## config.mk

```make
export PLATFORM = sky130hd
export DESIGN_NAME = prc_cell
export DESIGN_NICKNAME = d
export VERILOG_FILES = /design/src/sv/prc_pkg.sv /design/src/sv/prc_cell.sv
export SDC_FILE = /design/constraint.sdc
export NUM_CORES = 1
export LEC_CHECK = 0
export BUFFER_PORTS_ARGS = -buffer_cell sky130_fd_sc_hd__buf_2
export CORE_ASPECT_RATIO = 1.4
export CORE_UTILIZATION = 38
export CTS_CLUSTER_SIZE = 20
export DETAILED_ROUTE_END_ITERATION = 12
export MAX_ROUTING_LAYER = met4
export SYNTH_ARGS = -nofsm -noshare
export SYNTH_HDL_FRONTEND = slang
export SYNTH_SLANG_ARGS = --single-unit
export TNS_END_PERCENT = 20
```

## constraint.sdc

```tcl
create_clock -name clk -period 11.3 [get_ports clk]
set_input_delay 2.26 -clock clk [delete_from_list [all_inputs] [get_ports clk]]
set_output_delay 2.26 -clock clk [all_outputs]
set_load 0.1 [all_outputs]
```

## src/sv/prc_pkg.sv

```systemverilog
// ---------------------------------------------------------------------------
// prc_pkg
// Shared types, constants and the arc-tangent table for the point rotation
// pipeline.
// ---------------------------------------------------------------------------
package prc_pkg;

    // Field widths
    localparam int COORD_W = 24;
    localparam int ANGLE_W = 18;
    localparam int DIFF_W  = COORD_W + 1;
    localparam int GUARD   = 24;
    // CORDIC datapath: difference times gain inverse plus growth margin
    localparam int VEC_W   = 51;
    localparam int ANG_W   = 26;

    // Stage count, limited by the table length
    localparam int CORDIC_STAGES = 16;
    localparam int TABLE_LEN     = 24;
    localparam int CORDIC_RUN    = (CORDIC_STAGES > TABLE_LEN) ? TABLE_LEN : CORDIC_STAGES;
    localparam int IDX_W         = 5;

    // Degrees with 8 fractional bits
    localparam logic signed [19:0] DEG_90      = 20'sd23040;
    localparam logic signed [19:0] DEG_180     = 20'sd46080;
    localparam logic signed [19:0] DEG_270     = 20'sd69120;
    localparam logic signed [19:0] DEG_360     = 20'sd92160;
    localparam logic signed [19:0] DEG_360_NEG = -20'sd92160;
    localparam logic signed [19:0] DEG_720     = 20'sd184320;

    // 1 / CORDIC gain, 24 fractional bits
    localparam logic signed [DIFF_W-1:0] GAIN_INV = 25'sd10188014;

    localparam logic signed [COORD_W-1:0] OUT_MAX = 24'sh7FFFFF;
    localparam logic signed [COORD_W-1:0] OUT_MIN = 24'sh800000;

    // Word traveling down the CORDIC chain
    typedef struct packed {
        logic signed [VEC_W-1:0]   x;
        logic signed [VEC_W-1:0]   y;
        logic signed [ANG_W-1:0]   z;
        logic signed [COORD_W-1:0] cx;
        logic signed [COORD_W-1:0] cy;
    } prc_vec_t;

    // atan(2^-i) in degrees, 16 fractional bits
    function automatic logic signed [ANG_W-1:0] atan_lut(input logic [IDX_W-1:0] idx);
        logic signed [ANG_W-1:0] r;
        begin
            case (idx)
                5'd0:    r = 26'sd2949120;
                5'd1:    r = 26'sd1740967;
                5'd2:    r = 26'sd919879;
                5'd3:    r = 26'sd466945;
                5'd4:    r = 26'sd234379;
                5'd5:    r = 26'sd117304;
                5'd6:    r = 26'sd58666;
                5'd7:    r = 26'sd29335;
                5'd8:    r = 26'sd14668;
                5'd9:    r = 26'sd7334;
                5'd10:   r = 26'sd3667;
                5'd11:   r = 26'sd1833;
                5'd12:   r = 26'sd917;
                5'd13:   r = 26'sd458;
                5'd14:   r = 26'sd229;
                5'd15:   r = 26'sd115;
                5'd16:   r = 26'sd57;
                5'd17:   r = 26'sd29;
                5'd18:   r = 26'sd14;
                5'd19:   r = 26'sd7;
                5'd20:   r = 26'sd4;
                5'd21:   r = 26'sd2;
                5'd22:   r = 26'sd1;
                default: r = 26'sd0;
            endcase
            return r;
        end
    endfunction

endpackage

```

## src/sv/prc_cell.sv

```systemverilog
// ---------------------------------------------------------------------------
// prc_cell
// One CORDIC micro-rotation in rotation mode: turns the vector by
// +-atan(2^-idx) toward zero residual angle, then registers the word.
// ---------------------------------------------------------------------------
module prc_cell (
    input  logic                              clk,
    input  logic                              rst_n,
    input  logic [prc_pkg::IDX_W-1:0]         idx,
    input  logic                              in_valid,
    output logic                              in_ready,
    input  prc_pkg::prc_vec_t                 in_data,
    output logic                              out_valid,
    input  logic                              out_ready,
    output prc_pkg::prc_vec_t                 out_data
);

    logic                            valid_reg;
    prc_pkg::prc_vec_t               data_reg;
    prc_pkg::prc_vec_t               data_next;
    logic signed [prc_pkg::VEC_W-1:0] vx;
    logic signed [prc_pkg::VEC_W-1:0] vy;
    logic signed [prc_pkg::VEC_W-1:0] xs;
    logic signed [prc_pkg::VEC_W-1:0] ys;
    logic signed [prc_pkg::ANG_W-1:0] arc;

    // micro-rotation, floor shifts
    always_comb
    begin
        vx  = in_data.x;
        vy  = in_data.y;
        xs  = vx >>> idx;
        ys  = vy >>> idx;
        arc = prc_pkg::atan_lut(idx);
        data_next = in_data;
        if (!in_data.z[prc_pkg::ANG_W-1])
        begin
            data_next.x = vx - ys;
            data_next.y = vy + xs;
            data_next.z = in_data.z - arc;
        end
        else
        begin
            data_next.x = vx + ys;
            data_next.y = vy - xs;
            data_next.z = in_data.z + arc;
        end
    end

    assign in_ready = !valid_reg || out_ready;

    always_ff @(posedge clk or negedge rst_n)
    begin
        if (!rst_n)
            valid_reg <= 1'b0;
        else if (in_ready)
            valid_reg <= in_valid;
    end

    always_ff @(posedge clk)
    begin
        if (in_valid && in_ready)
            data_reg <= data_next;
    end

    assign out_valid = valid_reg;
    assign out_data  = data_reg;

`ifndef ASSERT_OFF
    // a blocked word is kept, not dropped or overwritten
    a_cell_hold: assert property (@(posedge clk) disable iff (!rst_n)
        valid_reg && !out_ready |=> valid_reg && $stable(data_reg))
        else $error("prc_cell: blocked word lost");
    // the cell takes a word whenever it is empty
    a_cell_take: assert property (@(posedge clk) disable iff (!rst_n)
        !valid_reg |-> in_ready)
        else $error("prc_cell: empty cell refused a word");
`endif

endmodule

```

Word-level counts from Yosys, hierarchy flattened

Memory sizes are Yosys's and may differ from the RTL's.
Index checks and enable logic that the tools add are counted.

Add/subtract/negate cells: 6
Shift-type cells: 2
Muxes and demuxes: 1
Reductions and logical operators: 3

Operators by type and width:

| operator          | number |
|---|---|
| $mux 128          | 1 |
| $add 51x51->51    | 2 |
| $sshr 51x5->51    | 2 |
| $sub 51x51->51    | 2 |
| $add 26x26->26    | 1 |
| $sub 26x26->26    | 1 |
| $logic_and 1x1->1 | 1 |
| $logic_not 1->1   | 1 |
| $logic_or 1x1->1  | 1 |

Register bits after elaboration: 177
Memory bits (read-only): 704
Input bits: 185
Output and inout port bits: 178
Logic and storage cells: 19
Memories kept: 1

Memory list:

| memory          | words | width | rd ports | clocked after Yosys merged registers in | write ports | RTL line      | text |
|---|---|---|---|---|---|---|---|
| (no name shown) | 32    | 22    | 1        | 0                                       | 0           | prc_pkg.sv:50 | `case (idx)` |

Logic depth before layout (Yosys ltp)

Depth in word-level cells: 3
Gate-level depth with buffers: 29
Gate-level depth less buffers: 23

Worst setup path before layout

Ideal clock, no wire load.

Path kind: in2reg
Start point: input idx[3] (netlist name)
End point: register data_reg (netlist bit out_data[175]), data pin
Library setup time: 260 ps
Arrival: 7665 ps
Data required time: 11040 ps
Path slack: 3376 ps
Cell stages on the path: 25
Buffers on the path: 5
Path through: buf_2 > buf_2 > buf_2 > buf_1 > mux4_2 > mux2_2 > a221oi_1 > o2111a_1 > nand4b_1 > nor2_1 > and4b_1 > a31oi_1 > xor2_1 > ha_1 > clkbuf_1 > a21o_1 > o21bai_1 > a21o_1 > a211oi_1 > o21ai_0 > a41oi_1 > o21a_1 > o21ai_0 > a31o_2 > xnor2_1

RTL lines:

| element              | RTL line       | text |
|---|---|---|
| from (decl)          | prc_cell.sv:9  | `input logic [prc_pkg::IDX_W-1:0] idx,` |
| to (signal assigned) | prc_cell.sv:63 | `data_reg <= data_next;` |
| to (decl)            | prc_cell.sv:19 | `prc_pkg::prc_vec_t data_reg;` |

==> results.json <==
{
  "status": "complete, no violations",
  "die_area_um2": 62400,
  "die_w_um": 211,
  "power_mw": 4.13,
  "p_seq_frac": 0.223,
  "clk-insertion-delay-late_ns": 0.50,
  "cts_hold_buf": 0,
  "powerDensity_nw_per_um2": 156,
  "internal_power_mw": 2.01,
  "path_cells": "buf_4 > buf_4 > mux4_2 > mux2i_1 > o22ai_1 > a221oi_1 > nand3_1 > nor4_2 > and2_1 > a31oi_1 > xnor2_1 > ha_1 > a21oi_1 > o21ai_0 > a311o_1 > a211oi_1 > o21ai_0 > a41oi_1 > o21a_1 > o21ai_0 > a31o_2 > xnor2_1",
  "p_leak_nw": 10.5,
  "whs_path_depth": 2,
  "cts-htree-levels": 4,
  "placed_area_um2": 25800,
  "synth_top_family_by_area": "multiplexers",
  "yosys.area_share.simple": 0.149,
  "synth_fa_ha_area_frac": 0.0765,
  "tightest_slew_ns": 1.22,
  "track_usage": 0.313,
  "vias": 22668,
  "min_to": "out_valid",
  "ys.flop_type": "edfxtp_1",
  "antenna_left": 0,
  "initial_core_util": 0.384,
  "drv_slew": 0,
  "drtPass1Iterations": 6,
  "design_area_um2": 26500,
  "crit_path_frequent_cell": "o21ai_0",
  "clk_transition_reported_paths_ns": 0.07,
  "pwr-share-comb": 0.614,
  "multiInputGateArea_um2": 17100,
  "dp_hpwl_mm": 75.0,
  "arrival_ns": 9.89,
  "nNetsFinal": 3059,
  "async_reset_ff_frac": 0.00565,
  "crit_type": "in2reg",
  "synthToLayoutAreaGrowth_pct": 13.5,
  "grt_overflow_total": 0,
  "synth-edff-count": 176,
  "ys_seq_elements": 177,
  "muxShareOfSynthArea": 0.233,
  "p_clk_frac": 0.162,
  "p_sw_mw": 2.12,
  "drt-total-wl_mm": 97.1,
  "slew_headroom": 0.172,
  "post_cts_buffers": 0,
  "worstHoldStart": "out_valid",
  "grt_pass1_wl_mm": 141,
  "fin_cells": 3565,
  "setup_viol": 0,
  "drcViolationCount": 0,
  "routedWlPerCell_um": 27.2,
  "die_h_um": 295,
  "yosysWarningCount": 0,
  "cts_tree": "yes",
  "slowest_delay_ns": 0.74,
  "worstSetupEndpointType": "flop",
  "syn_nets": 2789,
  "n_fill_cell": 6001,
  "cts_resized": 0,
  "synth_compound_gate_area_share": 0.192,
  "rsz0062_at_grt": "false",
  "finalHoldViolations": 0,
  "syn_avg_cell_area_um2": 9.48,
  "cts_sinks": 177,
  "clock-skew-final_ns": 0.0155,
  "antenna_found_initial": 1,
  "reg2reg_to": "out_data[140]",
  "io_pins": 363,
  "fin_crit_sh": 0.854,
  "cap_violations": 0,
  "vdd_ir_drop_max_v": 0.000116,
  "drive_gt1_frac": 0.261,
  "crit_path_start_kind": "input port",
  "r2r_setup_slack_ns": 9.07,
  "clockBufferDepth": 2,
  "finalSetupTns_ns": 0,
  "cts_buffers": 17,
  "cp.required_ns": 11.55,
  "core_um2": 60800,
  "place.gp.congestion": 1.00,
  "yosysUniqueCellTypes": 89,
  "preCtsSetupSlack_ns": 1.23,
  "swShare": 0.514,
  "grt_max_degree": 78,
  "ys_seq_area_frac": 0.227,
  "dp.cells": 3531,
  "regArea_um2": 5310,
  "r2r.worst_path.cells": 3,
  "layout_setup_ws_ns": 1.65,
  "r2r-start": "out_valid",
  "rows": 107,
  "fmax_mhz": 104,
  "synthCells": 2463,
  "critical-path-slowest-cell": "a221oi_1",
  "grt_pass1_vias": 21715,
  "via_per_inst": 6.36,
  "synth_xor_area_frac": 0.0837,
  "hold_class": "reg2reg",
  "fin_crit_ns": 9.65,
  "critPathMaxFanout": 63,
  "syn_area_um2": 23300,
  "cts_root_buffer": "clkbuf_16",
  "drt-initial-drc-count": 2419,
  "io_buffers": 362
}
[registers in the layout, indices dropped and copies added (netlist names)]
name,cells
out_data,176
out_valid,1
[cell usage after synthesis (all sizes together), types with 7 or more instances]
cell	number	share of area
a21o	48	0.015
and2	32	0.0086
a31o	7	0.0026
a21oi	176	0.038
nor3b	9	0.0031
a22oi	16	0.0051
o21ai	119	0.026
nor4	15	0.0049
and4	7	0.0026
nand2b	35	0.0094
nand2	195	0.031
a31oi	48	0.013
xnor2	133	0.050
nor3	51	0.011
o221ai	9	0.0034
and3	32	0.0086
edfxtp	176	0.23
ha	138	0.074
nor2b	35	0.0094
a221o	7	0.0030
o31a	7	0.0026
xor2	90	0.034
buf	87	0.020
o31ai	10	0.0032
a211oi	31	0.010
nand4	18	0.0048
o22ai	22	0.0059
clkbuf	65	0.010
a21boi	7	0.0023
mux2	83	0.040
or3	7	0.0019
o21a	22	0.0071
nand3	53	0.012
nor2	186	0.030
mux4	156	0.15
o211ai	14	0.0045
inv	48	0.0077
or2	11	0.0029
a41oi	10	0.0038
o21bai	24	0.0077
mux2i	100	0.043
o41ai	7	0.0026
o221a	7	0.0034
a221oi	17	0.0066
[cell usage in the layout (no fill, tap or decap), types with 47 or more instances in the layout]
cell / Yosys / routed
buf_2: 40 / 357
nand2_1: 195 / 195
nor2_1: 186 / 185
a21oi_1: 176 / 176
edfxtp_1: 176 / 176
mux4_2: 156 / 156
ha_1: 138 / 138
xnor2_1: 133 / 133
o21ai_0: 119 / 119
mux2i_1: 100 / 100
xor2_1: 90 / 90
mux2_2: 83 / 83
nand3_1: 52 / 52
nor3_1: 51 / 51
a31oi_1: 48 / 48
a21o_1: 48 / 48
inv_1: 48 / 47
[cell type report]
cell class / instances / share of cell area
tap: 817 / 0.0386
multi-input combinational: 2084 / 0.647
timing repair buffer: 403 / 0.0822
clock inverter: 13 / 0.00765
sequential: 177 / 0.201
clock buffer: 19 / 0.0163
antenna: 2 / 0.000189
inverter: 50 / 0.00709
[power groups by stage]
stage / logic (mW) / clock network [mW] / registers [mW]
after floorplan: 1.19 / 0 / 1.68
after global placement: 2.49 / 0 / 0.937
after detailed placement: 2.50 / 0 / 0.937
after CTS: 2.52 / 0.699 / 0.924
after global routing: 2.68 / 0.711 / 0.932
final: 2.54 / 0.670 / 0.922
[cell families after synthesis]
family,Yosys count
and+or+nand+nor,708
adders and majority gates,141
buffers and inverters,202
AOI/OAI and AO/OA,673
muxes,339
xor gates and xnor gates,223
DFF,177
[worst max-delay path, delay by kind of cell]
family          cells  cell delay [ns]
fa+ha+maj           1             0.41
compound gates     12             3.43
xor+xnor            2             0.30
simple gates        3             1.40
mux                 2             0.76
buf+inv             2             1.24
[worst max path at each step]
| stage | startpoint | slack, ns | end |
|---|---|---|---|
| finish | idx[3] | 1.65 | out_data[175] |
| global route | idx[0] | 1.07 | out_data[172] |
| CTS | idx[0] | 1.78 | out_data[172] |
| detailed placement | idx[0] | 1.23 | out_data[172] |
| global placement | idx[2] | 1.28 | out_data[172] |
| floorplan | idx[3] | 3.38 | out_data[175] |
[per-layer routing]
| layer | track usage | up-vias | wire [um] |
|---|---|---|---|
| li1 | - | 10106 | - |
| met1 | 0.392 | 11087 | 39400 |
| met2 | 0.495 | 1251 | 45900 |
| met3 | 0.0389 | 224 | 6890 |
| met4 | 0.159 | 0 | 4870 |
| met5 | - | - | 0 |
[stage by stage]
stage,util,hold slack (ns)
floorplan,-,1.78
global placement,0.425,0.503
detailed placement,0.425,0.520
CTS,0.436,0.536
global route,0.436,0.609
finish,0.436,0.529
Note: power is estimated with default switching activity, not from simulation.
