**config.mk**
```make
export PLATFORM = sky130hd
export DESIGN_NAME = prc_prep
export DESIGN_NICKNAME = d
export VERILOG_FILES = /design/src/sv/prc_pkg.sv /design/src/sv/prc_prep.sv
export SDC_FILE = /design/constraint.sdc
export NUM_CORES = 2
export LEC_CHECK = 0
export ABC_CLOCK_PERIOD_IN_PS = 15500
export BUFFER_PORTS_ARGS = -buffer_cell sky130_fd_sc_hd__buf_4
export CAP_MARGIN = 20
export CORE_ASPECT_RATIO = 1.1
export CORE_MARGIN = 10
export CORE_UTILIZATION = 62
export CTS_CLUSTER_DIAMETER = 80
export DETAILED_ROUTE_END_ITERATION = 16
export PLACE_DENSITY = 0.84
export SLEW_MARGIN = 20
export SYNTH_ARGS = -nofsm -noshare
export SYNTH_HDL_FRONTEND = slang
export SYNTH_SLANG_ARGS = --single-unit
```
**constraint.sdc**
```tcl
create_clock -name clk -period 15.5 [get_ports clk]
set_clock_uncertainty 0.2 [all_clocks]
set_input_delay 2.325 -clock clk [delete_from_list [all_inputs] [get_ports clk]]
set_output_delay 2.325 -clock clk [all_outputs]
set_load 0.01 [all_outputs]
```
**src/sv/prc_pkg.sv**
```systemverilog
// ---------------------------------------------------------------------------
// prc_pkg
// Shared types, constants and the arc-tangent table for the point rotation
// pipeline.
// ---------------------------------------------------------------------------
package prc_pkg;

    // Field widths
    localparam int COORD_W = 24;
    localparam int ANGLE_W = 18;
    localparam int DIFF_W  = COORD_W + 1;
    localparam int GUARD   = 24;
    // CORDIC datapath: difference times gain inverse plus growth margin
    localparam int VEC_W   = 51;
    localparam int ANG_W   = 26;

    // Stage count, limited by the table length
    localparam int CORDIC_STAGES = 16;
    localparam int TABLE_LEN     = 24;
    localparam int CORDIC_RUN    = (CORDIC_STAGES > TABLE_LEN) ? TABLE_LEN : CORDIC_STAGES;
    localparam int IDX_W         = 5;

    // Degrees with 8 fractional bits
    localparam logic signed [19:0] DEG_90      = 20'sd23040;
    localparam logic signed [19:0] DEG_180     = 20'sd46080;
    localparam logic signed [19:0] DEG_270     = 20'sd69120;
    localparam logic signed [19:0] DEG_360     = 20'sd92160;
    localparam logic signed [19:0] DEG_360_NEG = -20'sd92160;
    localparam logic signed [19:0] DEG_720     = 20'sd184320;

    // 1 / CORDIC gain, 24 fractional bits
    localparam logic signed [DIFF_W-1:0] GAIN_INV = 25'sd10188014;

    localparam logic signed [COORD_W-1:0] OUT_MAX = 24'sh7FFFFF;
    localparam logic signed [COORD_W-1:0] OUT_MIN = 24'sh800000;

    // Word traveling down the CORDIC chain
    typedef struct packed {
        logic signed [VEC_W-1:0]   x;
        logic signed [VEC_W-1:0]   y;
        logic signed [ANG_W-1:0]   z;
        logic signed [COORD_W-1:0] cx;
        logic signed [COORD_W-1:0] cy;
    } prc_vec_t;

    // atan(2^-i) in degrees, 16 fractional bits
    function automatic logic signed [ANG_W-1:0] atan_lut(input logic [IDX_W-1:0] idx);
        logic signed [ANG_W-1:0] r;
        begin
            case (idx)
                5'd0:    r = 26'sd2949120;
                5'd1:    r = 26'sd1740967;
                5'd2:    r = 26'sd919879;
                5'd3:    r = 26'sd466945;
                5'd4:    r = 26'sd234379;
                5'd5:    r = 26'sd117304;
                5'd6:    r = 26'sd58666;
                5'd7:    r = 26'sd29335;
                5'd8:    r = 26'sd14668;
                5'd9:    r = 26'sd7334;
                5'd10:   r = 26'sd3667;
                5'd11:   r = 26'sd1833;
                5'd12:   r = 26'sd917;
                5'd13:   r = 26'sd458;
                5'd14:   r = 26'sd229;
                5'd15:   r = 26'sd115;
                5'd16:   r = 26'sd57;
                5'd17:   r = 26'sd29;
                5'd18:   r = 26'sd14;
                5'd19:   r = 26'sd7;
                5'd20:   r = 26'sd4;
                5'd21:   r = 26'sd2;
                5'd22:   r = 26'sd1;
                default: r = 26'sd0;
            endcase
            return r;
        end
    endfunction

endpackage

```
**src/sv/prc_prep.sv**
```systemverilog
// ---------------------------------------------------------------------------
// prc_prep
// Front end: subtracts the center, folds the angle into [-90, 90] degrees
// (negating the difference when a half turn is taken off), then scales the
// difference by the CORDIC gain inverse. Two register stages.
// ---------------------------------------------------------------------------
module prc_prep (
    input  logic                                   clk,
    input  logic                                   rst_n,
    input  logic                                   in_valid,
    output logic                                   in_ready,
    input  logic signed [prc_pkg::COORD_W-1:0]     point_x,
    input  logic signed [prc_pkg::COORD_W-1:0]     point_y,
    input  logic signed [prc_pkg::COORD_W-1:0]     center_x,
    input  logic signed [prc_pkg::COORD_W-1:0]     center_y,
    input  logic signed [prc_pkg::ANGLE_W-1:0]     angle_deg,
    output logic                                   out_valid,
    input  logic                                   out_ready,
    output prc_pkg::prc_vec_t                      out_data
);

    localparam int DIFF_W = prc_pkg::DIFF_W;

    logic signed [prc_pkg::DIFF_W-1:0] diff_x;
    logic signed [prc_pkg::DIFF_W-1:0] diff_y;
    logic signed [19:0]                ang_ext;
    logic signed [19:0]                ang_mod;
    logic signed [19:0]                ang_fold;
    logic                              flip;

    logic                              s1_valid_reg;
    logic signed [prc_pkg::DIFF_W-1:0] s1_dx_reg;
    logic signed [prc_pkg::DIFF_W-1:0] s1_dy_reg;
    logic signed [prc_pkg::ANG_W-1:0]  s1_z_reg;
    logic signed [prc_pkg::COORD_W-1:0] s1_cx_reg;
    logic signed [prc_pkg::COORD_W-1:0] s1_cy_reg;
    logic                              s1_ready;

    logic                              s2_valid_reg;
    logic                              s2_ready;
    prc_pkg::prc_vec_t                 s2_data_reg;
    prc_pkg::prc_vec_t                 s2_data_next;
    logic signed [2*prc_pkg::DIFF_W-1:0] prod_x;
    logic signed [2*prc_pkg::DIFF_W-1:0] prod_y;

    // angle modulo 360 into [0, 360)
    always_comb
    begin
        ang_ext = {{(20-prc_pkg::ANGLE_W){angle_deg[prc_pkg::ANGLE_W-1]}}, angle_deg};
        if (ang_ext < prc_pkg::DEG_360_NEG)
            ang_mod = ang_ext + prc_pkg::DEG_720;
        else if (ang_ext < 20'sd0)
            ang_mod = ang_ext + prc_pkg::DEG_360;
        else if (ang_ext >= prc_pkg::DEG_360)
            ang_mod = ang_ext - prc_pkg::DEG_360;
        else
            ang_mod = ang_ext;
    end

    // fold into [-90, 90]; the middle half turn flips the vector
    always_comb
    begin
        if (ang_mod <= prc_pkg::DEG_90)
        begin
            ang_fold = ang_mod;
            flip     = 1'b0;
        end
        else if (ang_mod < prc_pkg::DEG_270)
        begin
            ang_fold = ang_mod - prc_pkg::DEG_180;
            flip     = 1'b1;
        end
        else
        begin
            ang_fold = ang_mod - prc_pkg::DEG_360;
            flip     = 1'b0;
        end
    end

    // center-relative difference, negated on a half turn
    always_comb
    begin
        diff_x = DIFF_W'(point_x) - DIFF_W'(center_x);
        diff_y = DIFF_W'(point_y) - DIFF_W'(center_y);
        if (flip)
        begin
            diff_x = -diff_x;
            diff_y = -diff_y;
        end
    end

    assign s2_ready = !s2_valid_reg || out_ready;
    assign s1_ready = !s1_valid_reg || s2_ready;
    assign in_ready = s1_ready;

    // stage 1: difference and folded angle
    always_ff @(posedge clk or negedge rst_n)
    begin
        if (!rst_n)
            s1_valid_reg <= 1'b0;
        else if (s1_ready)
            s1_valid_reg <= in_valid;
    end

    // folded angle fits in 18 bits, so the low bits carry the sign
    always_ff @(posedge clk)
    begin
        if (in_valid && s1_ready)
        begin
            s1_dx_reg <= diff_x;
            s1_dy_reg <= diff_y;
            s1_z_reg  <= {ang_fold[prc_pkg::ANG_W-9:0], 8'd0};
            s1_cx_reg <= center_x;
            s1_cy_reg <= center_y;
        end
    end

    // stage 2: gain removal
    always_comb
    begin
        prod_x          = s1_dx_reg * prc_pkg::GAIN_INV;
        prod_y          = s1_dy_reg * prc_pkg::GAIN_INV;
        s2_data_next.x  = {prod_x[2*DIFF_W-1], prod_x};
        s2_data_next.y  = {prod_y[2*DIFF_W-1], prod_y};
        s2_data_next.z  = s1_z_reg;
        s2_data_next.cx = s1_cx_reg;
        s2_data_next.cy = s1_cy_reg;
    end

    always_ff @(posedge clk or negedge rst_n)
    begin
        if (!rst_n)
            s2_valid_reg <= 1'b0;
        else if (s2_ready)
            s2_valid_reg <= s1_valid_reg;
    end

    always_ff @(posedge clk)
    begin
        if (s1_valid_reg && s2_ready)
            s2_data_reg <= s2_data_next;
    end

    assign out_valid = s2_valid_reg;
    assign out_data  = s2_data_reg;

endmodule

```
=== After elaboration in Yosys (flattened, before gate mapping) ===
Cells that the tools add are included.

* Register bits: 282
* Bits in latches: 0
* RAM bits: 0
* ROM bits: 0
* Output and inout bits: 178
* Word-level logic and storage cells: 43
* Memories: 0

* Add/sub/neg operators: 9
* $mul: 2
* Divide/modulo/power cells: 0
* Order comparisons: 5
* Equality and inequality tests: 0
* Shift operators: 0
* Muxes and demuxes: 9
* Bitwise logic cells: 0
* Reduce and logical (&&, ||, !) cells: 6

{| class="wikitable"
|+ Operators by type and width
! kind !! number
|-
| $mul 25x24->49 const B || 2
|-
| $mux 20 || 3
|-
| $mux 25 || 2
|-
| $neg 25->25 || 2
|-
| $sub 24x24->25 || 2
|-
| $mux 18 || 2
|-
| $add 18x19->20 const B || 1
|-
| $le 20x16->1 const B || 1
|-
| $lt 20x18->1 const B || 1
|-
| $add 18x18->19 const B || 1
|-
| $sub 18x18->19 const B || 1
|-
| $ge 18x18->1 const B || 1
|-
| $lt 18x1->1 const B || 1
|-
| $lt 18x18->1 const B || 1
|-
| $sub 18x17->18 const B || 1
|-
| $sub 18x18->18 const B || 1
|-
| $logic_and 1x1->1 || 2
|-
| $logic_not 1->1 || 2
|-
| $logic_or 1x1->1 || 2
|-
| $mux 1 || 2
|}

=== Longest topological paths before layout ===
* Depth in word-level cells: 8
* Gate-level depth with buffers: 26
* Depth with buffers taken out: 26

=== Worst setup path before layout ===
Ideal clock, no wire load.

* Path kind: flip-flop to flip-flop
* Start point: register s1_dx_reg[24] (netlist name)
* End point: register s2_data_reg (netlist bit out_data[173]), data pin
* Arrival time: 7.146 ns
* Setup slack: 7.885 ns
* Stages on the path, launching flop included: 24
* Buffers on the path: 2
* Clock period less this slack: 7.615 ns
* Cells stage by stage: edfxtp_1 buf_1 xor2_1 fa_1 fa_1 fa_1 inv_1 fa_1 fa_1 inv_1 fa_1 inv_1 ha_1 clkbuf_1 a21o_1 a21o_1 a21oi_1 o211ai_1 a32oi_1 o311a_1 o21ai_0 a41oi_1 o31ai_1 xor2_1

* Longest elaborated chain between the ends: 1

{| class="wikitable"
|+ RTL lines
! element !! RTL line !! source
|-
| from (decl) || prc_prep.sv:32 || <nowiki>logic signed [prc_pkg::DIFF_W-1:0] s1_dx_reg;</nowiki>
|-
| from (signal assigned) || prc_prep.sv:110 || <nowiki>s1_dx_reg <= diff_x;</nowiki>
|-
| $mul 25x24->49 || prc_prep.sv:121 || <nowiki>prod_x = s1_dx_reg * prc_pkg::GAIN_INV;</nowiki>
|-
| net prod_x, one bit || prc_prep.sv:43 || <nowiki>logic signed [2*prc_pkg::DIFF_W-1:0] prod_x;</nowiki>
|-
| to (signal assigned) || prc_prep.sv:141 || <nowiki>s2_data_reg <= s2_data_next;</nowiki>
|-
| to (decl) || prc_prep.sv:41 || <nowiki>prc_pkg::prc_vec_t s2_data_reg;</nowiki>
|}

The timed path passes the listed nets, and every way through them passes these cells.
A chain may end at the register's enable or synchronous reset.

=== Worst setup path after layout ===
* Start point: register s1_dx_reg[11] (netlist name)
* End point: register, netlist name out_data[174]

* Longest elaborated chain between the ends: 1

{| class="wikitable"
|+ RTL lines
! element !! RTL line
|-
| $mul 25x24->49 || prc_prep.sv:121
|-
| net prod_x, one bit || prc_prep.sv:43
|}

The timed path passes the listed nets, and every way through them passes these cells.

==> flow_summary.toml <==
[status]
status = "completed"

[worst_hold_path]
hold_class = "register to register"
hp-start = "s1_cy_reg[9]"

[drt]
routed_via_density = 5.56
dr.pass1.iters = 7
drc = 0
wire_per_inst_um = 20.3
routed_wl_um = 98800
drt-initial-drc-count = 1556
ant_nets = 0
vias = 27100

[floorplanning]
die_w_um = 262
die_y_um = 286
dieArea_mm2 = 0.0750
core_area_mm2 = 0.0637
io_pins = 296
num_rows = 97
initial_core_util = 0.627

[sta]
fin_crit_ns = 8.04
period_share = 0.519
worst_pin_slew_ns = 1.14
drv_slew = 0
holdWs_ns = 0.205
fin_tns_setup_ns = 0
finalHoldViolCount = 0
relSlewSlack = 0.241
max_freq_mhz = 124
rsz0062_at_grt = "false"
setup_viol = 0

[synth]
syn_avg_cell_area_um2 = 10.7
synth_compound_area_frac = 0.0944
synth_xor_area_frac = 0.0593
yosysMostFrequentCell = "inv_1"
synth_simple_gate_area_frac = 0.0583
synthTopCellsByArea = "fa_1, edfxtp_1, ha_1, inv_1, xnor2_1"
synth_ff_type = "edfxtp_1"
yosys_warnings = 0
synth.largest_area_cell = "fa_1"
synth.distinct_cells = 95
syn_inst = 3720
synth_fa_ha_area_frac = 0.482
synth.area.mux_share = 0.00160
synth_area_mm2 = 0.0399
ys_ff_latch = 282
yosysTopAreaCellShare = 0.290
synth_top_family_by_area = "adder cells"
async_flop_share = 0.00709
synth_edf_count = 280
synthTopCellsByCount = "inv_1, ha_1, fa_1"
seq_area_frac_synth = 0.212

[critical_path]
crit_required_ns = 15.64
timing.rr.start = "s1_dx_reg[11]"
crit_arrival_ns = 8.17
start_kind = "register"
setup.worst_path.start = "s1_dx_reg[11]"
path_class = "register to register"
worstPathMaxFanout = 11
endpoint_kind = "register"

[placement]
dp_hpwl_um = 83500
gp_congestion = 1.01
io_buffers = 285

[cts]
numCtsBuffers = 37
cts_hold_buf = 0
cts.repair.resized = 0
clock_sinks = 282
clock_latency_ns = 0.58
cts_tree = "done"
post_cts_buffers = 0
htree_levels = 2
cts_buffer_depth = 3
clockRootBuffer = "clkbuf_16"
path_clk_slew_ns = 0.07

[layout]
drive_above_1_share = 0.0998
largest_reg_flops = 164
num-fill-cells = 4809
final_net_count = 5318
syn2layout_area_growth_pct = 10.7

[global_routing]
grt_max_degree = 87
grt_use_total = 0.265
grt_pass1_vias = 29000
antenna_found_initial = 0
grt_overflow = 0
grt_pass1_wl_um = 155000

[run]
maxCapViolCount = 0
## worst max-delay path, stage by stage (launching register included)
cell and delay (ns):
edfxtp_1 0.65, ha_1 0.49, xor2_1 0.19, ha_1 0.33
inv_1 0.07, fa_1 0.45, fa_1 0.54, inv_1 0.05
fa_1 0.49, fa_1 0.49, inv_1 0.05, fa_1 0.48
inv_1 0.04, ha_1 0.35, a211oi_1 0.32, and4b_1 0.24
a21oi_1 0.08, a221oi_1 0.95, o21ai_0 0.49, a21oi_1 0.43
nand3_1 0.12, a31oi_1 0.21, xnor2_1 0.08
## final timing paths
kind / cells after the start / end / slack, ns
min reg2reg: 0 / out_data[9] / 0.21
max reg2reg: 22 / out_data[174] / 7.46
max in group asynchronous: 1 / out_valid / 13.70
min in group asynchronous: 1 / s1_valid_reg / 1.32
max: 22 / out_data[174] / 7.46
min: 0 / out_data[9] / 0.21
## stage by stage
step	worst slack (ns)	std cells	util	instance area, µm²
final	7.46	4879	0.694	44200
after global routing	6.98	4878	0.694	44200
after CTS	7.44	4878	0.694	44200
after detailed placement	7.44	4810	0.674	42900
after global placement	7.59	4810	0.674	42900
after floorplan	7.88	3729	-	40000
## metal layers
layer | up-vias | share of wire | global-route usage
met5 | - | 0 | 0
met4 | 0 | 0.038 | 0.0954
met3 | 197 | 0.051 | 0.0395
met2 | 748 | 0.53 | 0.479
met1 | 13500 | 0.39 | 0.313
li1 | 12700 | - | -
## cells by family (layout without fill, tap and decap cells)
logic type / Yosys count / count (layout)
AOI/OAI and AO/OA: 558 / 558
xor gates and xnor gates: 268 / 268
adders and majority gates: 1192 / 1192
buffers and inverters: 959 / 1267
DFF: 282 / 282
muxes: 6 / 6
other: 1 / 11
and+or+nand+nor: 454 / 454
## final cells by class
cell class / count / area, µm² / share of cell area
diodes: 1 / 2.50 / 0.0000566
clock buffers: 41 / 941 / 0.0213
clock inverters: 27 / 322 / 0.00728
inverters: 907 / 3400 / 0.0770
multi-input cells: 2488 / 27800 / 0.630
flip-flops and latches: 282 / 8460 / 0.191
well taps: 841 / 1050 / 0.0238
repair buffers: 292 / 2200 / 0.0497
## placed cells by master (no fill, tap or decap), drive strengths merged, types with 10 or more instances in the layout
master  count
o21a       18
xnor2     153
nor2b      16
o21ai     111
and3       18
a21o       97
ha        614
clkinv     14
nor2      123
or2        21
xor2      115
a21oi     149
nor3       19
o211ai     13
a31oi      21
buf       292
a211oi     21
clkbuf     41
fa        578
inv       914
conb       10
edfxtp    280
nand3      35
nand2     103
nand2b     27
and2       25
o21bai     23
o211a      12
nand4      18
Power is left out: the tool's default activity adds up to more than one toggle a clock period on the data nets, which glitch-free logic cannot reach.
