===== src/sv/prc_pkg.sv =====
// ---------------------------------------------------------------------------
// prc_pkg
// Shared types, constants and the arc-tangent table for the point rotation
// pipeline.
// ---------------------------------------------------------------------------
package prc_pkg;

    // Field widths
    localparam int COORD_W = 24;
    localparam int ANGLE_W = 18;
    localparam int DIFF_W  = COORD_W + 1;
    localparam int GUARD   = 24;
    // CORDIC datapath: difference times gain inverse plus growth margin
    localparam int VEC_W   = 51;
    localparam int ANG_W   = 26;

    // Stage count, limited by the table length
    localparam int CORDIC_STAGES = 16;
    localparam int TABLE_LEN     = 24;
    localparam int CORDIC_RUN    = (CORDIC_STAGES > TABLE_LEN) ? TABLE_LEN : CORDIC_STAGES;
    localparam int IDX_W         = 5;

    // Degrees with 8 fractional bits
    localparam logic signed [19:0] DEG_90      = 20'sd23040;
    localparam logic signed [19:0] DEG_180     = 20'sd46080;
    localparam logic signed [19:0] DEG_270     = 20'sd69120;
    localparam logic signed [19:0] DEG_360     = 20'sd92160;
    localparam logic signed [19:0] DEG_360_NEG = -20'sd92160;
    localparam logic signed [19:0] DEG_720     = 20'sd184320;

    // 1 / CORDIC gain, 24 fractional bits
    localparam logic signed [DIFF_W-1:0] GAIN_INV = 25'sd10188014;

    localparam logic signed [COORD_W-1:0] OUT_MAX = 24'sh7FFFFF;
    localparam logic signed [COORD_W-1:0] OUT_MIN = 24'sh800000;

    // Word traveling down the CORDIC chain
    typedef struct packed {
        logic signed [VEC_W-1:0]   x;
        logic signed [VEC_W-1:0]   y;
        logic signed [ANG_W-1:0]   z;
        logic signed [COORD_W-1:0] cx;
        logic signed [COORD_W-1:0] cy;
    } prc_vec_t;

    // atan(2^-i) in degrees, 16 fractional bits
    function automatic logic signed [ANG_W-1:0] atan_lut(input logic [IDX_W-1:0] idx);
        logic signed [ANG_W-1:0] r;
        begin
            case (idx)
                5'd0:    r = 26'sd2949120;
                5'd1:    r = 26'sd1740967;
                5'd2:    r = 26'sd919879;
                5'd3:    r = 26'sd466945;
                5'd4:    r = 26'sd234379;
                5'd5:    r = 26'sd117304;
                5'd6:    r = 26'sd58666;
                5'd7:    r = 26'sd29335;
                5'd8:    r = 26'sd14668;
                5'd9:    r = 26'sd7334;
                5'd10:   r = 26'sd3667;
                5'd11:   r = 26'sd1833;
                5'd12:   r = 26'sd917;
                5'd13:   r = 26'sd458;
                5'd14:   r = 26'sd229;
                5'd15:   r = 26'sd115;
                5'd16:   r = 26'sd57;
                5'd17:   r = 26'sd29;
                5'd18:   r = 26'sd14;
                5'd19:   r = 26'sd7;
                5'd20:   r = 26'sd4;
                5'd21:   r = 26'sd2;
                5'd22:   r = 26'sd1;
                default: r = 26'sd0;
            endcase
            return r;
        end
    endfunction

endpackage


===== src/sv/prc_post.sv =====
// ---------------------------------------------------------------------------
// prc_post
// Back end: rounds the guard bits off the rotated vector, adds the center
// back and saturates to the coordinate width. One register stage.
// ---------------------------------------------------------------------------
module prc_post (
    input  logic                                clk,
    input  logic                                rst_n,
    input  logic                                in_valid,
    output logic                                in_ready,
    input  prc_pkg::prc_vec_t                   in_data,
    output logic                                out_valid,
    input  logic                                out_ready,
    output logic signed [prc_pkg::COORD_W-1:0]  out_x,
    output logic signed [prc_pkg::COORD_W-1:0]  out_y
);

    localparam int VEC_W   = prc_pkg::VEC_W;
    localparam int GUARD   = prc_pkg::GUARD;
    localparam int COORD_W = prc_pkg::COORD_W;
    localparam int RND_W   = VEC_W - GUARD;
    localparam int SUM_W   = RND_W + 1;

    logic                          valid_reg;
    logic signed [COORD_W-1:0]     x_reg;
    logic signed [COORD_W-1:0]     y_reg;
    logic signed [COORD_W-1:0]     x_next;
    logic signed [COORD_W-1:0]     y_next;
    logic signed [VEC_W-1:0]       rnd_x;
    logic signed [VEC_W-1:0]       rnd_y;
    logic signed [SUM_W-1:0]       sum_x;
    logic signed [SUM_W-1:0]       sum_y;

    function automatic logic signed [COORD_W-1:0] sat(input logic signed [SUM_W-1:0] v);
        logic signed [COORD_W-1:0] r;
        begin
            if (v > SUM_W'(prc_pkg::OUT_MAX))
                r = prc_pkg::OUT_MAX;
            else if (v < SUM_W'(prc_pkg::OUT_MIN))
                r = prc_pkg::OUT_MIN;
            else
                r = v[COORD_W-1:0];
            return r;
        end
    endfunction

    // round to nearest, add center, clamp
    always_comb
    begin
        rnd_x  = in_data.x + (VEC_W'(1) <<< (GUARD - 1));
        rnd_y  = in_data.y + (VEC_W'(1) <<< (GUARD - 1));
        sum_x  = SUM_W'(signed'(rnd_x[VEC_W-1:GUARD])) + SUM_W'(in_data.cx);
        sum_y  = SUM_W'(signed'(rnd_y[VEC_W-1:GUARD])) + SUM_W'(in_data.cy);
        x_next = sat(sum_x);
        y_next = sat(sum_y);
    end

    assign in_ready = !valid_reg || out_ready;

    always_ff @(posedge clk or negedge rst_n)
    begin
        if (!rst_n)
            valid_reg <= 1'b0;
        else if (in_ready)
            valid_reg <= in_valid;
    end

    always_ff @(posedge clk)
    begin
        if (in_valid && in_ready)
        begin
            x_reg <= x_next;
            y_reg <= y_next;
        end
    end

    assign out_valid = valid_reg;
    assign out_x     = x_reg;
    assign out_y     = y_reg;

endmodule


===== config.mk =====
export PLATFORM = sky130hd
export DESIGN_NAME = prc_post
export DESIGN_NICKNAME = d
export VERILOG_FILES = /design/src/sv/prc_pkg.sv /design/src/sv/prc_post.sv
export SDC_FILE = /design/constraint.sdc
export NUM_CORES = 1
export LEC_CHECK = 0
export BUFFER_PORTS_ARGS = -buffer_cell sky130_fd_sc_hd__buf_2
export CORE_UTILIZATION = 45
export CTS_CLUSTER_SIZE = 30
export DETAILED_ROUTE_END_ITERATION = 16
export HOLD_SLACK_MARGIN = 0.08
export MAX_ROUTING_LAYER = met4
export PLACE_DENSITY_LB_ADDON = 0.15
export REMOVE_ABC_BUFFERS = 1
export SETUP_SLACK_MARGIN = 0.5
export SYNTH_ARGS = -nofsm -noshare
export SYNTH_HDL_FRONTEND = slang
export SYNTH_SLANG_ARGS = --single-unit

===== constraint.sdc =====
create_clock -name clk -period 1.9 [get_ports clk]
set_input_delay 0.095 -clock clk [delete_from_list [all_inputs] [get_ports clk]]
set_output_delay 0.095 -clock clk [all_outputs]
set_load 0.03 [all_outputs]

# Yosys cells after proc, flatten, opt, wreduce, memory -nomap -nowiden

Index checks and enable logic that the tools add are counted.

$add $sub $neg: 4
Order comparisons: 4
Mux-type cells: 2
Reduce and logical (&&, ||, !) cells: 3

Operator list:

| operator                 | number |
|---|---|
| $add A51 B25 Y51 const B | 2 |
| $add A27 B24 Y28         | 2 |
| $gt A28 B24 Y1 const B   | 2 |
| $lt A28 B24 Y1 const B   | 2 |
| $mux W24                 | 2 |
| $logic_and A1 B1 Y1      | 1 |
| $logic_not A1 Y1         | 1 |
| $logic_or A1 B1 Y1       | 1 |

Flip-flop bits (word level): 49
Bits of input ports: 180
Output and inout port bits: 50
Word-level logic and storage cells: 16

# Logic depth before layout (Yosys ltp)

Gate-level depths: netlist of the first run.

Depth after elaboration: 4
Mapped depth: 19
Gate-level depth less buffers: 17

# Worst setup path after synthesis of the first run

No wires, ideal clock.

Path kind: input -> register
From: input in_data[97] in the netlist's numbering
To: register y_reg[5] (netlist: out_y[5]) (data pin)
Library setup time: 0.254 ns
Arrival: 3.500 ns
Required time: 1.646 ns
Path slack: -1.854 ns
Cell stages on the path: 18
Buffers on the path: 2
Cell sequence: and3_1 nand3_1 nor2_1 and4_1 nand2b_1 nor2_1 nand3_1 xnor2_1 ha_1 clkbuf_1 nand3_1 or3_1 o211ai_2 nor3_2 xnor2_1 o41a_1 buf_2 a21o_1

Longest elaborated chain between the ends: 4
Elaborated cells between the ends (all ways): 5
Classes of those cells: add/sub (2); order compare (2); mux (1)

RTL lines:

| item                 | line           | source |
|---|---|---|
| start, declared      | prc_post.sv:11 | `input prc_pkg::prc_vec_t in_data,` |
| $add A51 B25 Y51 *   | prc_post.sv:51 | `rnd_y = in_data.y + (VEC_W'(1) <<< (GUARD - 1));` |
| $add A27 B24 Y28 *   | prc_post.sv:53 | `sum_y = SUM_W'(signed'(rnd_y[VEC_W-1:GUARD])) + SUM_W'(in_data.cy);` |
| $lt A28 B24 Y1       | prc_post.sv:39 | `else if (v < SUM_W'(prc_pkg::OUT_MIN))` |
| $mux W24             | prc_post.sv:39 |  |
| end signal, assigned | prc_post.sv:73 | `y_reg <= y_next;` |
| end, declared        | prc_post.sv:26 | `logic signed [COORD_W-1:0] y_reg;` |

Mark *: on every way between the ends. The rest lies on a longest branch, timed or not.
A chain may end at the register's enable or synchronous reset.

# Final worst setup path of the first run

From: input in_data[158] in the netlist's numbering
To: register x_reg[12] (netlist: out_x[12]) (data pin)

Longest elaborated chain between the ends: 4
Elaborated cells between the ends (all ways): 5
Classes of those cells: add/sub (2); order compare (2); mux (1)

RTL lines:

| item                 | line           | source |
|---|---|---|
| $add A51 B25 Y51 *   | prc_post.sv:50 | `rnd_x = in_data.x + (VEC_W'(1) <<< (GUARD - 1));` |
| $add A27 B24 Y28 *   | prc_post.sv:52 | `sum_x = SUM_W'(signed'(rnd_x[VEC_W-1:GUARD])) + SUM_W'(in_data.cx);` |
| $lt A28 B24 Y1       | prc_post.sv:39 |  |
| $mux W24             | prc_post.sv:39 |  |
| end signal, assigned | prc_post.sv:72 | `x_reg <= x_next;` |
| end, declared        | prc_post.sv:25 | `logic signed [COORD_W-1:0] x_reg;` |

Marked as above.

==> reports/results.txt, run 1 <==
Place WS = -2.14 ns
RR Startpoint = out_valid$_DFFE_PN0N_
Switching Fraction = 37.4%
DR iter-0 viols = 374
Crit Path Max Fanout = 6
TritonCTS buffer count = 5
H-tree depth = 2
Top cells by area, synth = edfxtp_1, ha_1, xnor2_1
Synthesized instance count = 674
Req. time, crit path = 2.04 ns
Initial antenna violation count = 0
Worst reg2reg setup slack = 0.65 ns
Post-route ant nets = 0
Sw Pwr = 2.14 mW
Part of the cycle the worst path needs = 195%
Skew final = 0.00941 ns
Mapped Avg Cell Area = 8.97 µm²
Min-delay worst type = in2reg
CP arrival = 3.85 ns
Hold Vio Cnt, Final = 0
Crit path time final = 3.71 ns
Library cells used by synthesis = 71
Int Power = 3.58 mW
Slew Viols, Final = 0
Synth Register Bits = 49
Pin slew with the least headroom to its limit = 0.838 ns
Clock power frac = 15.4%
WL/cell = 15.8 µm
CP endpoint kind = flop
Pwr dens = 560 nW/µm²
Clk_lat worst skew = 0.29 ns
Worst setup path endpoint = out_x[12]$_SDFFCE_PN1P_
First-pass GRT wire length = 32000 µm
Hpwl dp = 14800 µm
Initial Util = 46.9%
Largest area contributor in the netlist = edfxtp_1
Slew HR = 43.6%
Core area = 12900 µm²
Nets@finish = 1367
Clock Sinks = 49
Failing checks = setup timing
Peak supply drop = 0.000552 V
CP Class = in2reg
Top_reg_cell synth = edfxtp_1
Share of cells above drive strength 1 = 51.6%
Clock buffer depth = 2
Final instance area = 10200 µm²
Pre-antenna DRT Iters = 5
Gr ovfl total = 0
DRC viols = 0
PortBufs = 157
Worst Reg-to-Reg Cells = 3
Mapped cell area = 6040 µm²
I/O pins = 230
FMAX = 270 MHz
Vias = 6827
Final setup viols = 48
Final Util = 79.3%
Placed inst area = 8860 µm²
Clock transition at path regs = 0.07 ns
Status = complete, but fails checks
Post-route worst setup slack = -1.81 ns
Final GP Congestion = 1.03
Crit path launch = in_data[158]
RR Endpoint = out_x[11]$_SDFFCE_PN1P_
Row Count = 41
Post-synth EDFFs = 48
Root Driver = clkbuf_16
YS warnings = 0
Die area = 13900 µm²
Area fraction of the dominant cell type after synthesis = 23.8%
Comb pwr share = 60.0%
Area Growth Syn to Fin = 68.9%
Setup repair after global routing missed its margin = true
Largest net degree at the start of global routing = 24
Hold Path Origin = out_ready
Die Y = 118 µm
Sequential power share = 24.6%
Vias per Instance = 5.28
TritonCTS clock tree = yes
Static leakage = 4.68 nW
Seq/Total Area, Yosys = 24.3%
MaxCap Viol Count = 0
# diodes = 0
Critical Path Source Type = input pin
Total Wirelength = 20500 µm
GRT Overall Usage = 28.9%
FFs w/ async S/R, synth = 2.04%
Vias in the first global route = 6897
Width of the chip = 118 µm
[synth_stat cells, drive strengths merged, types with 5 or more instances]
cell type and number:
a21oi 39, nand2 63, nor3 11, edfxtp 48, a21o 37, o22ai 24
o21a 9, ha 64, nor2b 5, a31o 5, or3 7, nand3 34
and3 10, nand2b 9, o21ai 32, nand4 18, inv 22, a31oi 7
nor2 56, buf 14, xor2 35, xnor2 59, o211ai 5
[timing repair]
action / CTS / global route
setup buffers: 30 / 13
setup endpoints to repair: 48 / 86
hold buffers: 2 / 0
cloned: 5 / 4
endpoints found under the hold margin: 2 / 0
pin swaps: 52 / 50
gates resized for setup: 89 / 40
[through the flow]
step	instances	TNS, ns	hold slack (ns)	power, mW
5_1_grt	1294	-90.54	0.133	6.01
6_report	1294	-80.97	0.121	5.72
3_3_place_gp	1232	-92.28	-0.130	4.17
2_1_floorplan	657	-123.58	-0.201	3.01
4_1_cts	1277	-73.51	0.101	5.46
3_5_place_dp	1232	-96.66	-0.128	4.24
[layout by cell type (no fill, tap or decap), types with 4 or more instances in the layout]
cell,synthesis,routed
buf_16,0,5
xor2_1,35,35
xnor2_2,0,4
o21ai_2,1,6
o211a_1,4,4
buf_6,6,23
buf_2,7,147
or3_1,7,5
nor2_4,0,5
a21oi_2,5,10
nor2_1,56,45
nor2b_1,5,4
nor2_2,0,6
buf_12,0,9
a31oi_1,6,5
inv_1,22,21
nand3_2,0,5
clkbuf_16,0,8
o22ai_2,20,14
edfxtp_1,48,48
and3_1,7,5
nand2b_1,9,8
nand3_1,34,27
o21a_1,9,9
a21o_1,35,35
a21oi_1,34,28
o21ai_0,18,17
a211oi_1,4,4
nand4_1,18,18
nand2_1,63,59
xnor2_1,58,54
buf_4,1,267
o22ai_4,0,9
nor3_1,10,9
ha_4,0,4
ha_1,64,60
o21ai_1,13,9
[sequential cells by signal, indices dropped and copies added (netlist names)]
signal / cells
out_x: 24
out_y: 24
out_valid: 1
[critical path, cell delays in order]
cell       delay, ns
buf_6           0.07
nand4_1         0.13
nor2_2          0.18
nand3_2         0.14
nor2_4          0.12
buf_6           0.12
nand3_4         0.06
or3_4           0.42
xnor2_2         0.14
ha_1            0.33
nand4_1         0.18
nor2b_1         0.07
or3_1           0.36
a221oi_2        0.30
buf_4           0.17
a21oi_4         0.06
nor4b_4         0.28
a32oi_2         0.14
buf_6           0.17
clkbuf_16       0.16
o22ai_2         0.13
[power groups by stage]
stage          clock network [mW]  registers (mW)  logic (mW)
2_1_floorplan                   0            1.64        1.38
4_1_cts                     0.883            1.41        3.17
6_report                    0.878            1.41        3.43
5_1_grt                     0.924            1.41        3.67
3_3_place_gp                    0            1.43        2.74
3_5_place_dp                    0            1.43        2.80
[final cells by class]
cell class | instances | area, µm²
timing repair buffer | 457 | 3430
inverter | 22 | 82.6
fill | 850 | 2670
sequential | 49 | 1470
clock buffer | 5 | 125
tap | 172 | 215
multi-input combinational | 586 | 4870
clock inverter | 3 | 20.0
[worst min path at each step]
stage                                 end  slack [ns]  cells after the start
finish              out_valid$_DFFE_PN0N_        0.12                      3
global route        out_valid$_DFFE_PN0N_        0.13                      3
CTS                 out_valid$_DFFE_PN0N_        0.10                      2
detailed placement  out_valid$_DFFE_PN0N_       -0.13                      1
global placement    out_valid$_DFFE_PN0N_       -0.13                      1
floorplan           out_valid$_DFFE_PN0N_       -0.20                      0
[kinds of logic after synthesis]
| kind of cell | count (synthesis) | synth area share (%) |
|---|---|---|
| adders and majority gates | 66 | 13.9 |
| muxes | 1 | 0.166 |
| xor gates and xnor gates | 94 | 13.9 |
| AOI/OAI and AO/OA | 196 | 25.7 |
| DFF | 49 | 24.3 |
| and+or+nand+nor | 229 | 18.7 |
| buffers and inverters | 39 | 3.37 |
[layer usage]
metal  part of all wire (%)  GRT usage (%)
met4                    3.7           12.6
met1                     41           32.2
met3                    2.7           1.89
met2                     53           52.7
met5                      0              -
Note: power is estimated with default switching activity, not from simulation.
==> run 2, diff against run 1 <==
- CORE_UTILIZATION: 45 -> 46
==> reports/results.txt, run 2 (same netlist as run 1, synthesis figures left out) <==
Status = complete, but fails checks
Failing checks = setup timing
Peak supply drop = 0.000619 V
Clock buffer depth = 2
Min-delay worst type = in2reg
TritonCTS clock tree = yes
# diodes = 0
WHS = 0.0951 ns
Vias per Instance = 5.32
Fillers = 881
Crit path time final = 3.73 ns
Post-route ant nets = 0
Req. time, crit path = 1.95 ns
WL/cell = 16.0 µm
MaxCap Viol Count = 0
Critical Path Source Type = input pin
CP Class = in2reg
Vias in the first global route = 6744
Clock Sinks = 49
Pwr dens = 573 nW/µm²
Final setup viols = 48
Skew final = 0.00286 ns
Clk_lat worst skew = 0.29 ns
Sequential Area = 1470 µm²
Core area = 12700 µm²
DR iter-0 viols = 376
Most common cell after layout, fill and taps aside = buf_4
TritonCTS buffer count = 5
Largest net degree at the start of global routing = 49
PortBufs = 157
DRC viols = 0
GRT Overall Usage = 30.0%
Die area = 13600 µm²
Gr ovfl total = 0
Crit Path Max Fanout = 6
Post-route worst setup slack = -1.83 ns
Die Y = 117 µm
Multi-input logic area = 4860 µm²
Clock transition at path regs = 0.06 ns
First-pass GRT wire length = 31200 µm
Hold Vio Cnt, Final = 0
Worst Reg-to-Reg Cells = 3
Total Power Consumption = 5.87 mW
Most frequent cells in the layout = buf_4, buf_2, ha_1, nand2_1, xnor2_1
Static leakage = 4.73 nW
RR Endpoint = out_y[9]$_SDFFCE_PN1P_
Place WS = -2.26 ns
Width of the chip = 117 µm
Crit path launch = in_data[97]
Initial antenna violation count = 0
Nets@finish = 1364
Part of the cycle the worst path needs = 196%
Worst setup path endpoint = out_y[16]$_SDFFCE_PN1P_
Pin slew with the least headroom to its limit = 0.843 ns
Root Driver = clkbuf_16
H-tree depth = 2
Slew HR = 43.3%
CP endpoint kind = flop
Busiest layer in global routing = met2
Placed inst area = 8810 µm²
Row Count = 41
Slew Viols, Final = 0
FMAX = 268 MHz
Hpwl dp = 14500 µm
Initial Util = 47.5%
Pre-antenna DRT Iters = 5
Share of cells above drive strength 1 = 51.0%
Global routing met2 resource utilization = 56.1%
RR Startpoint = out_valid$_DFFE_PN0N_
Vias = 6874
Met3 global-route usage = 1.50%
Setup repair after global routing missed its margin = true
Total Wirelength = 20600 µm
CP arrival = 3.78 ns
Final instance area = 10200 µm²
I/O pins = 230
Final GP Congestion = 0.982
Worst reg2reg setup slack = 0.65 ns
Area Growth Syn to Fin = 69.4%
Grt met1 use = 34.0%
-- run 2: cell count changes in the layout (fill, tap and decap cells not counted), sizes merged --
cell / before / now
clkbuf: 8 / 7
buf: 452 / 450
bufinv: 0 / 1
inv: 23 / 22
-- run 2: worst min path at each step --
| stage | endpoint | start | slack (ns) | cells after the start |
|---|---|---|---|---|
| detailed placement | out_valid$_DFFE_PN0N_ | rst_n | -0.13 | 1 |
| finish | out_valid$_DFFE_PN0N_ | out_ready | 0.1 | 3 |
| global route | out_valid$_DFFE_PN0N_ | rst_n | 0.10 | 2 |
| floorplan | out_valid$_DFFE_PN0N_ | rst_n | -0.20 | 0 |
| global placement | out_valid$_DFFE_PN0N_ | rst_n | -0.13 | 1 |
| CTS | out_valid$_DFFE_PN0N_ | out_ready | 0.1 | 3 |
-- run 2: area by class of cell --
type	count	area share, %
timing repair buffer	454	33.6
clock inverter	3	0.403
multi-input combinational	586	47.5
inverter	22	0.806
tap	172	2.10
clock buffer	5	1.22
sequential	49	14.3
-- run 2: stage by stage --
stage | TNS (ns) | utilization [%] | std cells
2_1_floorplan | -123.58 | - | 657
3_5_place_dp | -103.17 | 69.2 | 1227
5_1_grt | -89.80 | 80.5 | 1291
6_report | -83.57 | 80.5 | 1291
4_1_cts | -78.23 | 78.0 | 1278
3_3_place_gp | -99.40 | 69.2 | 1227
-- run 2: per-layer routing --
metal,vias up,part of all wire (%)
met4,0,1.9
met1,3237,42
met5,-,0
met3,24,3.6
li1,3418,-
met2,195,53
-- run 2: critical path, stage by stage --
cell	delay [ns]
buf_8	0.08
ha_4	0.12
nand4_1	0.12
nor2_2	0.20
nand4_1	0.21
buf_4	0.20
nor2_4	0.10
nand3_2	0.10
xnor2_2	0.15
ha_1	0.31
nand4_1	0.15
buf_4	0.17
or3_1	0.31
o211ai_2	0.21
nor3_2	0.07
xnor2_1	0.16
o41a_1	0.56
buf_6	0.19
buf_16	0.13
a21o_1	0.15
-- run 2: repair_timing --
item,CTS,global route
hold buffers,2,0
pin swaps,27,29
endpoints found under the hold margin,2,0
endpoints found under the setup margin,48,48
gates cloned,8,3
resized for setup,91,33
setup buffers,33,10
-- run 2: report_power, final --
group,total (mW),switching (mW),internal (mW)
logic,3.48,1.73,1.75
clock network,0.988,0.373,0.616
registers,1.40,0.0411,1.36
total,5.87,2.14,3.73
